### src/rtl/core/roi_minmax_contrast_stretch_defines.svh
// ----------------------------------------------------------------------------
// ROI min/max contrast stretch: assertion macros
// Shared concurrent assertion forms used by the stretch datapath modules.
// ----------------------------------------------------------------------------
`ifndef ROI_MINMAX_CONTRAST_STRETCH_DEFINES_SVH
`define ROI_MINMAX_CONTRAST_STRETCH_DEFINES_SVH

// Same-cycle implication, checked outside reset.
`define RMCS_ASSERT_IMPLIES(label, clk, rst_n, ante, cons, msg) \
    label: assert property (@(posedge clk) disable iff (!rst_n) (ante) |-> (cons)) \
        else $error(msg);

// Next-cycle implication, checked outside reset.
`define RMCS_ASSERT_NEXT(label, clk, rst_n, ante, cons, msg) \
    label: assert property (@(posedge clk) disable iff (!rst_n) (ante) |=> (cons)) \
        else $error(msg);

`endif

### src/rtl/core/rmcs_pkg.sv
// ----------------------------------------------------------------------------
// rmcs_pkg
// Types and constants shared by the ROI min/max contrast stretch modules.
// ----------------------------------------------------------------------------
package rmcs_pkg;

    // Operation codes carried in the input tuser.
    localparam logic [1:0] FUNC_MEASURE = 2'd0;
    localparam logic [1:0] FUNC_STRETCH = 2'd1;
    localparam logic [1:0] FUNC_FULL    = 2'd2;
    localparam logic [1:0] FUNC_CLEAR   = 2'd3;

    // Configuration register indexes.
    localparam int unsigned CFG_ADDR_W = 3;
    localparam logic [CFG_ADDR_W-1:0] REG_SAMPLE_16BIT = 3'd0;
    localparam logic [CFG_ADDR_W-1:0] REG_ROI_LEFT     = 3'd1;
    localparam logic [CFG_ADDR_W-1:0] REG_ROI_TOP      = 3'd2;
    localparam logic [CFG_ADDR_W-1:0] REG_ROI_RIGHT    = 3'd3;
    localparam logic [CFG_ADDR_W-1:0] REG_ROI_BOTTOM   = 3'd4;

    localparam int unsigned CFG_DATA_W = 13;
    localparam int unsigned COORD_W    = 12;
    localparam int unsigned SAMPLE_W   = 16;
    localparam int unsigned GREY_W     = 8;

    // Image bound; coordinates at or above it are never measured.
    localparam logic [CFG_DATA_W-1:0] MAX_DIM = 13'd4096;

    localparam logic [SAMPLE_W-1:0] FULL_HIGH_16 = 16'hFFFF;
    localparam logic [SAMPLE_W-1:0] FULL_HIGH_8  = 16'h00FF;
    localparam logic [SAMPLE_W-1:0] WINDOW_LOW_RESET  = 16'hFFFF;
    localparam logic [SAMPLE_W-1:0] WINDOW_HIGH_RESET = 16'h0000;

    localparam logic [GREY_W-1:0] GREY_MAX = 8'd255;

    // Numerator (sample - low) * 255 fits in 24 bits.
    localparam int unsigned NUM_W = SAMPLE_W + GREY_W;

    // Queue between the front and the mapping unit.
    localparam int unsigned QUEUE_DEPTH = 2;
    localparam int unsigned QUEUE_PTR_W = 1;
    localparam int unsigned QUEUE_CNT_W = 2;

    // One mapping job: masked sample and the window chosen for it.
    typedef struct packed {
        logic [SAMPLE_W-1:0] sample;
        logic [SAMPLE_W-1:0] low;
        logic [SAMPLE_W-1:0] high;
    } map_job_t;

    typedef enum logic [1:0] {
        ST_IDLE,
        ST_DIV,
        ST_DONE
    } map_state_t;

endpackage

### src/rtl/core/rmcs_front.sv
// ----------------------------------------------------------------------------
// rmcs_front
// Accepts pixel items, holds the configuration, tracks the ROI window and
// queues mapping jobs for the stretch unit.
// ----------------------------------------------------------------------------
module rmcs_front (
    input  logic                                    aclk,
    input  logic                                    aresetn,
    input  logic                                    cfg_wr_en,
    input  logic [rmcs_pkg::CFG_ADDR_W-1:0]         cfg_addr,
    input  logic [rmcs_pkg::CFG_DATA_W-1:0]         cfg_wdata,
    input  logic                                    s_tvalid,
    output logic                                    s_tready,
    input  logic [1:0]                              s_tuser,  // func
    input  logic [39:0]                             s_tdata,  // pixel_x, pixel_y, sample
    input  logic                                    q_full,
    output logic                                    q_push,
    output rmcs_pkg::map_job_t                      q_job
);

    logic                                sample_16bit_reg;
    logic [rmcs_pkg::CFG_DATA_W-1:0]     roi_left_reg;
    logic [rmcs_pkg::CFG_DATA_W-1:0]     roi_top_reg;
    logic [rmcs_pkg::CFG_DATA_W-1:0]     roi_right_reg;
    logic [rmcs_pkg::CFG_DATA_W-1:0]     roi_bottom_reg;
    logic [rmcs_pkg::SAMPLE_W-1:0]       win_low_reg;
    logic [rmcs_pkg::SAMPLE_W-1:0]       win_high_reg;
    logic [rmcs_pkg::SAMPLE_W-1:0]       win_low_next;
    logic [rmcs_pkg::SAMPLE_W-1:0]       win_high_next;

    logic                                accept;
    logic [1:0]                          func;
    logic [rmcs_pkg::CFG_DATA_W-1:0]     px;
    logic [rmcs_pkg::CFG_DATA_W-1:0]     py;
    logic [rmcs_pkg::SAMPLE_W-1:0]       value;
    logic                                in_image;
    logic                                in_roi;
    logic                                win_valid;

    assign s_tready = !q_full;
    assign accept   = s_tvalid && s_tready;
    assign func     = s_tuser;
    assign px       = {1'b0, s_tdata[11:0]};
    assign py       = {1'b0, s_tdata[23:12]};
    // In 8-bit mode the upper byte of the sample is ignored throughout.
    assign value    = sample_16bit_reg ? s_tdata[39:24] : {8'h00, s_tdata[31:24]};

    assign in_image = (px < rmcs_pkg::MAX_DIM) && (py < rmcs_pkg::MAX_DIM);
    assign in_roi   = (px >= roi_left_reg) && (px < roi_right_reg) &&
                      (py >= roi_top_reg) && (py < roi_bottom_reg);
    assign win_valid = (win_low_reg <= win_high_reg);

    always_comb begin
        win_low_next  = win_low_reg;
        win_high_next = win_high_reg;
        q_push        = 1'b0;
        q_job.sample  = value;
        q_job.low     = '0;
        q_job.high    = sample_16bit_reg ? rmcs_pkg::FULL_HIGH_16 : rmcs_pkg::FULL_HIGH_8;
        if (func == rmcs_pkg::FUNC_STRETCH && win_valid) begin
            q_job.low  = win_low_reg;
            q_job.high = win_high_reg;
        end
        if (accept) begin
            case (func)
                rmcs_pkg::FUNC_MEASURE: begin
                    if (in_image && in_roi) begin
                        if (value < win_low_reg) begin
                            win_low_next = value;
                        end
                        if (value > win_high_reg) begin
                            win_high_next = value;
                        end
                    end
                end
                rmcs_pkg::FUNC_CLEAR: begin
                    win_low_next  = rmcs_pkg::WINDOW_LOW_RESET;
                    win_high_next = rmcs_pkg::WINDOW_HIGH_RESET;
                end
                rmcs_pkg::FUNC_STRETCH, rmcs_pkg::FUNC_FULL: begin
                    q_push = 1'b1;
                end
                default: begin
                    q_push = 1'b0;
                end
            endcase
        end
    end

    always_ff @(posedge aclk) begin
        if (!aresetn) begin
            sample_16bit_reg <= 1'b1;
            roi_left_reg     <= '0;
            roi_top_reg      <= '0;
            roi_right_reg    <= '0;
            roi_bottom_reg   <= '0;
            win_low_reg      <= rmcs_pkg::WINDOW_LOW_RESET;
            win_high_reg     <= rmcs_pkg::WINDOW_HIGH_RESET;
        end else begin
            win_low_reg  <= win_low_next;
            win_high_reg <= win_high_next;
            if (cfg_wr_en) begin
                case (cfg_addr)
                    rmcs_pkg::REG_SAMPLE_16BIT: sample_16bit_reg <= cfg_wdata[0];
                    rmcs_pkg::REG_ROI_LEFT:     roi_left_reg     <= cfg_wdata;
                    rmcs_pkg::REG_ROI_TOP:      roi_top_reg      <= cfg_wdata;
                    rmcs_pkg::REG_ROI_RIGHT:    roi_right_reg    <= cfg_wdata;
                    rmcs_pkg::REG_ROI_BOTTOM:   roi_bottom_reg   <= cfg_wdata;
                    default: begin
                    end
                endcase
            end
        end
    end

endmodule

### src/rtl/core/rmcs_queue.sv
// ----------------------------------------------------------------------------
// rmcs_queue
// Short FIFO of mapping jobs between the front and the stretch unit.
// ----------------------------------------------------------------------------
`include "roi_minmax_contrast_stretch_defines.svh"

module rmcs_queue (
    input  logic                aclk,
    input  logic                aresetn,
    input  logic                push,
    input  rmcs_pkg::map_job_t  push_job,
    output logic                full,
    input  logic                pop,
    output rmcs_pkg::map_job_t  pop_job,
    output logic                empty
);

    rmcs_pkg::map_job_t                  mem_reg [rmcs_pkg::QUEUE_DEPTH];
    logic [rmcs_pkg::QUEUE_PTR_W-1:0]    wr_ptr_reg;
    logic [rmcs_pkg::QUEUE_PTR_W-1:0]    rd_ptr_reg;
    logic [rmcs_pkg::QUEUE_CNT_W-1:0]    count_reg;
    logic [rmcs_pkg::QUEUE_CNT_W-1:0]    count_next;

    localparam logic [rmcs_pkg::QUEUE_CNT_W-1:0] CountFull =
        rmcs_pkg::QUEUE_CNT_W'(rmcs_pkg::QUEUE_DEPTH);

    assign full    = (count_reg == CountFull);
    assign empty   = (count_reg == '0);
    assign pop_job = mem_reg[rd_ptr_reg];

    always_comb begin
        count_next = count_reg;
        if (push && !pop) begin
            count_next = count_reg + 1'b1;
        end else if (pop && !push) begin
            count_next = count_reg - 1'b1;
        end
    end

    always_ff @(posedge aclk) begin
        if (!aresetn) begin
            wr_ptr_reg <= '0;
            rd_ptr_reg <= '0;
            count_reg  <= '0;
        end else begin
            count_reg <= count_next;
            if (push) begin
                wr_ptr_reg <= wr_ptr_reg + 1'b1;
            end
            if (pop) begin
                rd_ptr_reg <= rd_ptr_reg + 1'b1;
            end
        end
    end

    always_ff @(posedge aclk) begin
        if (push) begin
            mem_reg[wr_ptr_reg] <= push_job;
        end
    end

    `RMCS_ASSERT_IMPLIES(a_no_push_full, aclk, aresetn, push, !full, "push into a full queue")
    `RMCS_ASSERT_IMPLIES(a_no_pop_empty, aclk, aresetn, pop, !empty, "pop from an empty queue")
    `RMCS_ASSERT_IMPLIES(a_count_bound, aclk, aresetn, 1'b1, count_reg <= CountFull, "queue count overflow")

endmodule

### src/rtl/core/rmcs_back.sv
// ----------------------------------------------------------------------------
// rmcs_back
// Stretch unit: maps one queued sample over its window with an 8-step
// restoring divider and holds the result in the output register.
// ----------------------------------------------------------------------------
`include "roi_minmax_contrast_stretch_defines.svh"

module rmcs_back (
    input  logic                aclk,
    input  logic                aresetn,
    input  logic                q_empty,
    input  rmcs_pkg::map_job_t  q_job,
    output logic                q_pop,
    output logic                m_tvalid,
    input  logic                m_tready,
    output logic [39:0]         m_tdata    // grey, used_low, used_high
);

    rmcs_pkg::map_state_t              st_reg;
    rmcs_pkg::map_state_t              st_next;
    logic [rmcs_pkg::NUM_W-1:0]        rem_reg;
    logic [rmcs_pkg::NUM_W-1:0]        rem_next;
    logic [rmcs_pkg::NUM_W-1:0]        dsh_reg;
    logic [rmcs_pkg::NUM_W-1:0]        dsh_next;
    logic [rmcs_pkg::GREY_W-1:0]       quo_reg;
    logic [rmcs_pkg::GREY_W-1:0]       quo_next;
    logic [2:0]                        step_reg;
    logic [2:0]                        step_next;
    logic [rmcs_pkg::SAMPLE_W-1:0]     low_reg;
    logic [rmcs_pkg::SAMPLE_W-1:0]     low_next;
    logic [rmcs_pkg::SAMPLE_W-1:0]     high_reg;
    logic [rmcs_pkg::SAMPLE_W-1:0]     high_next;
    logic                              out_valid_reg;
    logic                              out_valid_next;
    logic [39:0]                       out_data_reg;
    logic [39:0]                       out_data_next;

    logic [rmcs_pkg::SAMPLE_W-1:0]     diff;
    logic [rmcs_pkg::SAMPLE_W-1:0]     range;
    logic                              out_free;

    assign diff     = q_job.sample - q_job.low;
    assign range    = q_job.high - q_job.low;
    assign out_free = !out_valid_reg || m_tready;
    assign m_tvalid = out_valid_reg;
    assign m_tdata  = out_data_reg;

    always_comb begin
        st_next        = st_reg;
        rem_next       = rem_reg;
        dsh_next       = dsh_reg;
        quo_next       = quo_reg;
        step_next      = step_reg;
        low_next       = low_reg;
        high_next      = high_reg;
        out_valid_next = out_valid_reg && !m_tready;
        out_data_next  = out_data_reg;
        q_pop          = 1'b0;
        case (st_reg)
            rmcs_pkg::ST_IDLE: begin
                if (!q_empty) begin
                    q_pop     = 1'b1;
                    low_next  = q_job.low;
                    high_next = q_job.high;
                    // diff * 255 as a shift and subtract.
                    rem_next  = {diff, 8'h00} - {8'h00, diff};
                    dsh_next  = {1'b0, range, 7'h00};
                    step_next = '0;
                    if (q_job.sample <= q_job.low) begin
                        quo_next = '0;
                        st_next  = rmcs_pkg::ST_DONE;
                    end else if (q_job.sample >= q_job.high) begin
                        // Also covers a window with high at or below low.
                        quo_next = rmcs_pkg::GREY_MAX;
                        st_next  = rmcs_pkg::ST_DONE;
                    end else begin
                        quo_next = '0;
                        st_next  = rmcs_pkg::ST_DIV;
                    end
                end
            end
            rmcs_pkg::ST_DIV: begin
                if (rem_reg >= dsh_reg) begin
                    rem_next = rem_reg - dsh_reg;
                    quo_next = {quo_reg[6:0], 1'b1};
                end else begin
                    quo_next = {quo_reg[6:0], 1'b0};
                end
                dsh_next  = {1'b0, dsh_reg[rmcs_pkg::NUM_W-1:1]};
                step_next = step_reg + 1'b1;
                if (step_reg == 3'd7) begin
                    st_next = rmcs_pkg::ST_DONE;
                end
            end
            rmcs_pkg::ST_DONE: begin
                if (out_free) begin
                    out_valid_next = 1'b1;
                    out_data_next  = {high_reg, low_reg, quo_reg};
                    st_next        = rmcs_pkg::ST_IDLE;
                end
            end
            default: begin
                st_next = rmcs_pkg::ST_IDLE;
            end
        endcase
    end

    always_ff @(posedge aclk) begin
        if (!aresetn) begin
            st_reg        <= rmcs_pkg::ST_IDLE;
            out_valid_reg <= 1'b0;
        end else begin
            st_reg        <= st_next;
            out_valid_reg <= out_valid_next;
        end
    end

    always_ff @(posedge aclk) begin
        rem_reg      <= rem_next;
        dsh_reg      <= dsh_next;
        quo_reg      <= quo_next;
        step_reg     <= step_next;
        low_reg      <= low_next;
        high_reg     <= high_next;
        out_data_reg <= out_data_next;
    end

    // The partial remainder always stays below twice the shifted divisor.
    `RMCS_ASSERT_IMPLIES(a_rem_bound, aclk, aresetn, st_reg == rmcs_pkg::ST_DIV,
        {1'b0, rem_reg} < {dsh_reg, 1'b0}, "divider remainder out of range")
    `RMCS_ASSERT_NEXT(a_div_ends, aclk, aresetn,
        st_reg == rmcs_pkg::ST_DIV && step_reg == 3'd7,
        st_reg == rmcs_pkg::ST_DONE, "divider did not finish after eight steps")
    `RMCS_ASSERT_IMPLIES(a_window_order, aclk, aresetn, out_valid_reg,
        out_data_reg[23:8] <= out_data_reg[39:24], "reported window low above high")

endmodule

### src/rtl/core/roi_minmax_contrast_stretch.sv
// ----------------------------------------------------------------------------
// roi_minmax_contrast_stretch
// Min/max contrast stretch with a learned window from a region of interest.
// ----------------------------------------------------------------------------
// Measure and clear items are taken one per cycle while the job queue has room.
// A stretch or full-range item is loaded from the job queue to the stretch unit, which
// runs 8 divider steps unless its sample clamps to grey 0 or 255, then raises m_tvalid;
// the unit finishes one mapping (load, divider steps, output) before it loads the next.
// Reset (aresetn low, synchronous) empties the queue and output, sets
// 16-bit mode, an empty region and an empty window.
module roi_minmax_contrast_stretch (
    input  logic                                aclk,
    input  logic                                aresetn,
    input  logic                                cfg_wr_en,
    input  logic [rmcs_pkg::CFG_ADDR_W-1:0]     cfg_addr,
    input  logic [rmcs_pkg::CFG_DATA_W-1:0]     cfg_wdata,
    input  logic                                s_tvalid,
    output logic                                s_tready,
    input  logic [1:0]                          s_tuser,  // func
    input  logic [39:0]                         s_tdata,  // pixel_x, pixel_y, sample
    output logic                                m_tvalid,
    input  logic                                m_tready,
    output logic [39:0]                         m_tdata   // grey, used_low, used_high
);

    logic                q_push;
    logic                q_full;
    logic                q_pop;
    logic                q_empty;
    rmcs_pkg::map_job_t  push_job;
    rmcs_pkg::map_job_t  pop_job;

    rmcs_front u_front (
        .aclk      (aclk),
        .aresetn   (aresetn),
        .cfg_wr_en (cfg_wr_en),
        .cfg_addr  (cfg_addr),
        .cfg_wdata (cfg_wdata),
        .s_tvalid  (s_tvalid),
        .s_tready  (s_tready),
        .s_tuser   (s_tuser),
        .s_tdata   (s_tdata),
        .q_full    (q_full),
        .q_push    (q_push),
        .q_job     (push_job)
    );

    rmcs_queue u_queue (
        .aclk     (aclk),
        .aresetn  (aresetn),
        .push     (q_push),
        .push_job (push_job),
        .full     (q_full),
        .pop      (q_pop),
        .pop_job  (pop_job),
        .empty    (q_empty)
    );

    rmcs_back u_back (
        .aclk     (aclk),
        .aresetn  (aresetn),
        .q_empty  (q_empty),
        .q_job    (pop_job),
        .q_pop    (q_pop),
        .m_tvalid (m_tvalid),
        .m_tready (m_tready),
        .m_tdata  (m_tdata)
    );

endmodule

### config.mk
export PLATFORM = sky130hd
export DESIGN_NAME = roi_minmax_contrast_stretch
export DESIGN_NICKNAME = d
export VERILOG_FILES = /design/src/rtl/core/rmcs_pkg.sv /design/src/rtl/core/rmcs_front.sv /design/src/rtl/core/rmcs_queue.sv /design/src/rtl/core/rmcs_back.sv /design/src/rtl/core/roi_minmax_contrast_stretch.sv
export VERILOG_INCLUDE_DIRS = /design/src /design/src/rtl/core
export SDC_FILE = /design/constraint.sdc
export NUM_CORES = 1
export LEC_CHECK = 0
export ABC_AREA = 1
export BUFFER_PORTS_ARGS = -buffer_cell sky130_fd_sc_hd__buf_2
export CAP_MARGIN = 20
export CORE_AREA = 2 2 196 198
export CTS_BUF_LIST = sky130_fd_sc_hd__clkbuf_2 sky130_fd_sc_hd__clkbuf_4 sky130_fd_sc_hd__clkbuf_8
export CTS_CLUSTER_DIAMETER = 50
export DETAILED_ROUTE_END_ITERATION = 8
export DIE_AREA = 0 0 198 200
export PLACE_DENSITY_LB_ADDON = 0.08
export SYNTH_ARGS = -nofsm -noshare
export SYNTH_HDL_FRONTEND = slang
export SYNTH_SLANG_ARGS = --single-unit
### constraint.sdc
create_clock -name aclk -period 4.1 [get_ports aclk]
set_input_delay 0.615 -clock aclk [delete_from_list [all_inputs] [get_ports aclk]]
set_output_delay 0.615 -clock aclk [all_outputs]
set_load 0.02 [all_outputs]
==> run_results.csv <==
group,metric,value,unit
synth,syn_inst,2064,
clock_network,ctsHoldBuffers,0,
job,max_cap_violations,0,
cells_and_area,nNetsFinal,2471,
route,first_iter_violations,659,
synth,synth_edf_count,226,
setup_path,crit_fanout,23,
timing,worstMarginPinSlew,0.908,ns
synth,synth_cell_types,51,
synth,syn_avg_cell_area,8.78,um2
clock_network,numClockSinks,319,
die,start_util,0.484,
cells_and_area,syn2layout_area_growth,15.6,%
timing,period_needed,3.83,ns
worst_hold_path,hp-class,"primary input to register",
die,num_rows,71,
timing,max-slew-margin-rel,0.393,
timing,slew_violations,0,
route,detail-route-antenna-nets,0,
power_and_ir_drop,vdd.ir_drop.worst,0.512,mV
synth,synth_warnings,0,
die,core_area,0.0374,mm2
setup_path,ff2ff_setup_slack,0.27,ns
outcome,status,"completed",
timing,setup_viol,0,
cells_and_area,fin_util,0.560,
timing,max_freq,0.261,GHz
timing,whs,0.235,ns
setup_path,r2r-end,"u_back.rem_reg[21]",
die,die_w,198,um
synth,synthFlopType,"edfxtp_1",
worst_hold_path,whs_endpoint,"u_queue.mem_reg[1][32]",
timing,final.setup_skew,0.0256,ns
synth,synth_top_area_cell,"edfxtp_1",
clock_network,htreeDepth,2,
global_route,grtUsageTotal,0.237,
cells_and_area,post_route_cells_drive_above_1_share,0.143,
synth,yosysMostFrequentCell,"nand2_1",
clock_network,cts-root-buf,"clkbuf_8",
power_and_ir_drop,p_per_area,817,mW/mm2
cells_and_area,fill_cells,3479,
synth,ys_top_cells_by_area,"edfxtp_1 (37%), ha_1 (12%), dfxtp_1 (10%)",
route,drc_errors,0,
route,drt-pass1-iter-count,5,
clock_network,path_clk_slew,0.06,ns
global_route,overflow,0,
placement,portBuffers,104,
setup_path,required,4.47,ns
die,ioPinCount,105,
die,die_h,200,um
route,routed_wl,46200,um
cells_and_area,final_area,0.0209,mm2
cells_and_area,diodes,0,
placement,routabilityCongestion,0.932,
setup_path,cp-end-kind,"register",
synth,syn-num-nets,2306,
setup_path,critPathLaunchType,"register",
cells_and_area,largest_reg_flops,96,
worst_hold_path,hold_depth,1,
placement,dp.cells,2677,
setup_path,arrival,4.20,ns
route,wl_per_cell,16.6,um
setup_path,path_class,"register to register",
placement,place_area,0.0195,mm2
clock_network,clk_latency,0.65,ns
synth,ys_seq_elements,319,
global_route,grt_pass1_wl,72500,um
synth,synth_area,0.0181,mm2
power_and_ir_drop,cellLeakagePower,9.24,nW
placement,pre_cts_ws,-0.0708,ns
synth,synth_top_cell_area_share,0.375,
timing,hold_violations,0,
route,vias,14262,
setup_path,rr_worst_depth,21,
worst_hold_path,hp-start,"s_tdata[24]",
synth,async_flop_share,0,
global_route,antenna_found_initial,0,
route,vias_per_cell,5.12,
cells_and_area,final_cells,2786,
global_route,grt_max_degree,53,
die,fp.dieArea,0.0396,mm2
global_route,grt_pass1_vias,13918,
clock_network,cts_buffers,57,
synth,synthTopCellsByCount,"nand2_1 (381), inv_1 (319), edfxtp_1 (226)",
clock_network,clockBufferDepth,3,
synth,seq_area_frac_synth,0.477,
timing,setup_slack,0.266,ns
placement,dpl.hpwl,35300,um
clock_network,cts_tree,"built",
timing,finalCritPeriodShare,0.935,
-- stage by stage --
step                setup TNS (ns)  power (mW)
global placement            -0.110        13.6
global route               -0.0153        18.5
CTS                              0        16.9
floorplan                        0        10.9
detailed placement          -0.157        13.7
finish                           0        17.1
-- power breakdown --
group / internal [mW] / switching, mW
clock: 1.78 / 1.33
combinational: 3.15 / 5.98
sequential: 4.63 / 0.241
-- routing by layer --
metal,track usage,vias up,routed length [um]
li1,-,7334,-
met1,0.318,6580,21800
met2,0.386,277,21000
met3,0.0422,71,1950
met5,0,-,0
met4,0.0872,0,1430
-- cell usage in the layout, fill, tap and decap left out, types with 12 or more instances in the layout --
cell | synthesis | routed
dfxtp_1 | 93 | 92
clkbuf_8 | 0 | 60
nor3_1 | 12 | 12
o21ai_0 | 158 | 152
edfxtp_1 | 226 | 226
inv_1 | 319 | 319
mux2_2 | 15 | 14
buf_2 | 7 | 104
ha_1 | 176 | 170
nand4_1 | 22 | 22
nand2_1 | 381 | 379
clkbuf_4 | 0 | 18
clkinv_1 | 0 | 15
a21oi_1 | 199 | 197
nand2_2 | 16 | 18
xor2_1 | 16 | 16
nand3_1 | 130 | 126
nor2_1 | 138 | 133
o21ai_1 | 7 | 12
buf_4 | 1 | 45
-- worst max path at each step --
| stage | from | endpoint | slack [ns] |
|---|---|---|---|
| floorplan | register | u_back.rem_reg[21] | 0.03 |
| global placement | register | u_back.rem_reg[21] | -0.06 |
| detailed placement | register | u_back.rem_reg[21] | -0.07 |
| CTS | register | u_back.rem_reg[21] | 0.06 |
| global route | register | u_back.rem_reg[21] | -0.02 |
| finish | register | u_back.rem_reg[21] | 0.27 |
-- final cells by class --
class                           instances  area, um2  share of cell area
Multi-Input combinational cell       1372       8230               0.393
Tap cell                              511        639              0.0305
Clock inverter                         27        241              0.0115
Timing Repair Buffer                  156       1010              0.0482
Inverter                              323       1210              0.0579
Sequential cell                       319       8650               0.413
Clock buffer                           78        961              0.0459
-- what timing repair did --
action / 4_1_cts / 5_1_grt
setup endpoints to repair: 6 / 12
resized for setup: 1 / 27
hold endpoints to repair: 0 / 0
gates cloned: 0 / 2
buffers inserted: 0 / 2
pin swaps: 0 / 3
-- critical path, cell delays in order, from the launching register on --
cell and delay [ns]:
dfxtp_4 0.38, buf_12 0.16, mux2_2 0.36, ha_1 0.33, buf_4 0.15, nand2_1 0.09, nor2_1 0.23, nand3_1 0.16
nand3_2 0.12, a31oi_2 0.09, xor2_1 0.24, inv_1 0.13, ha_4 0.31, inv_1 0.06, o21bai_1 0.23, nand2_1 0.10
nand2_2 0.10, nor2_1 0.06, nand3_1 0.08, nand2_1 0.05, nand3_1 0.07, nand2_1 0.05
-- cell families (layout without fill, tap and decap cells) --
group | count (synthesis) | count (layout) | share of synthesized area
and+or+nand+nor | 726 | 726 | 0.170
AOI/OAI and AO/OA | 426 | 426 | 0.127
muxes | 16 | 16 | 0.00988
DFF | 319 | 319 | 0.477
buffers and inverters | 373 | 584 | 0.0780
xor gates and xnor gates | 25 | 25 | 0.0121
adders and majority gates | 179 | 179 | 0.125
No activity file was read; power rests on OpenSTA's default activity.
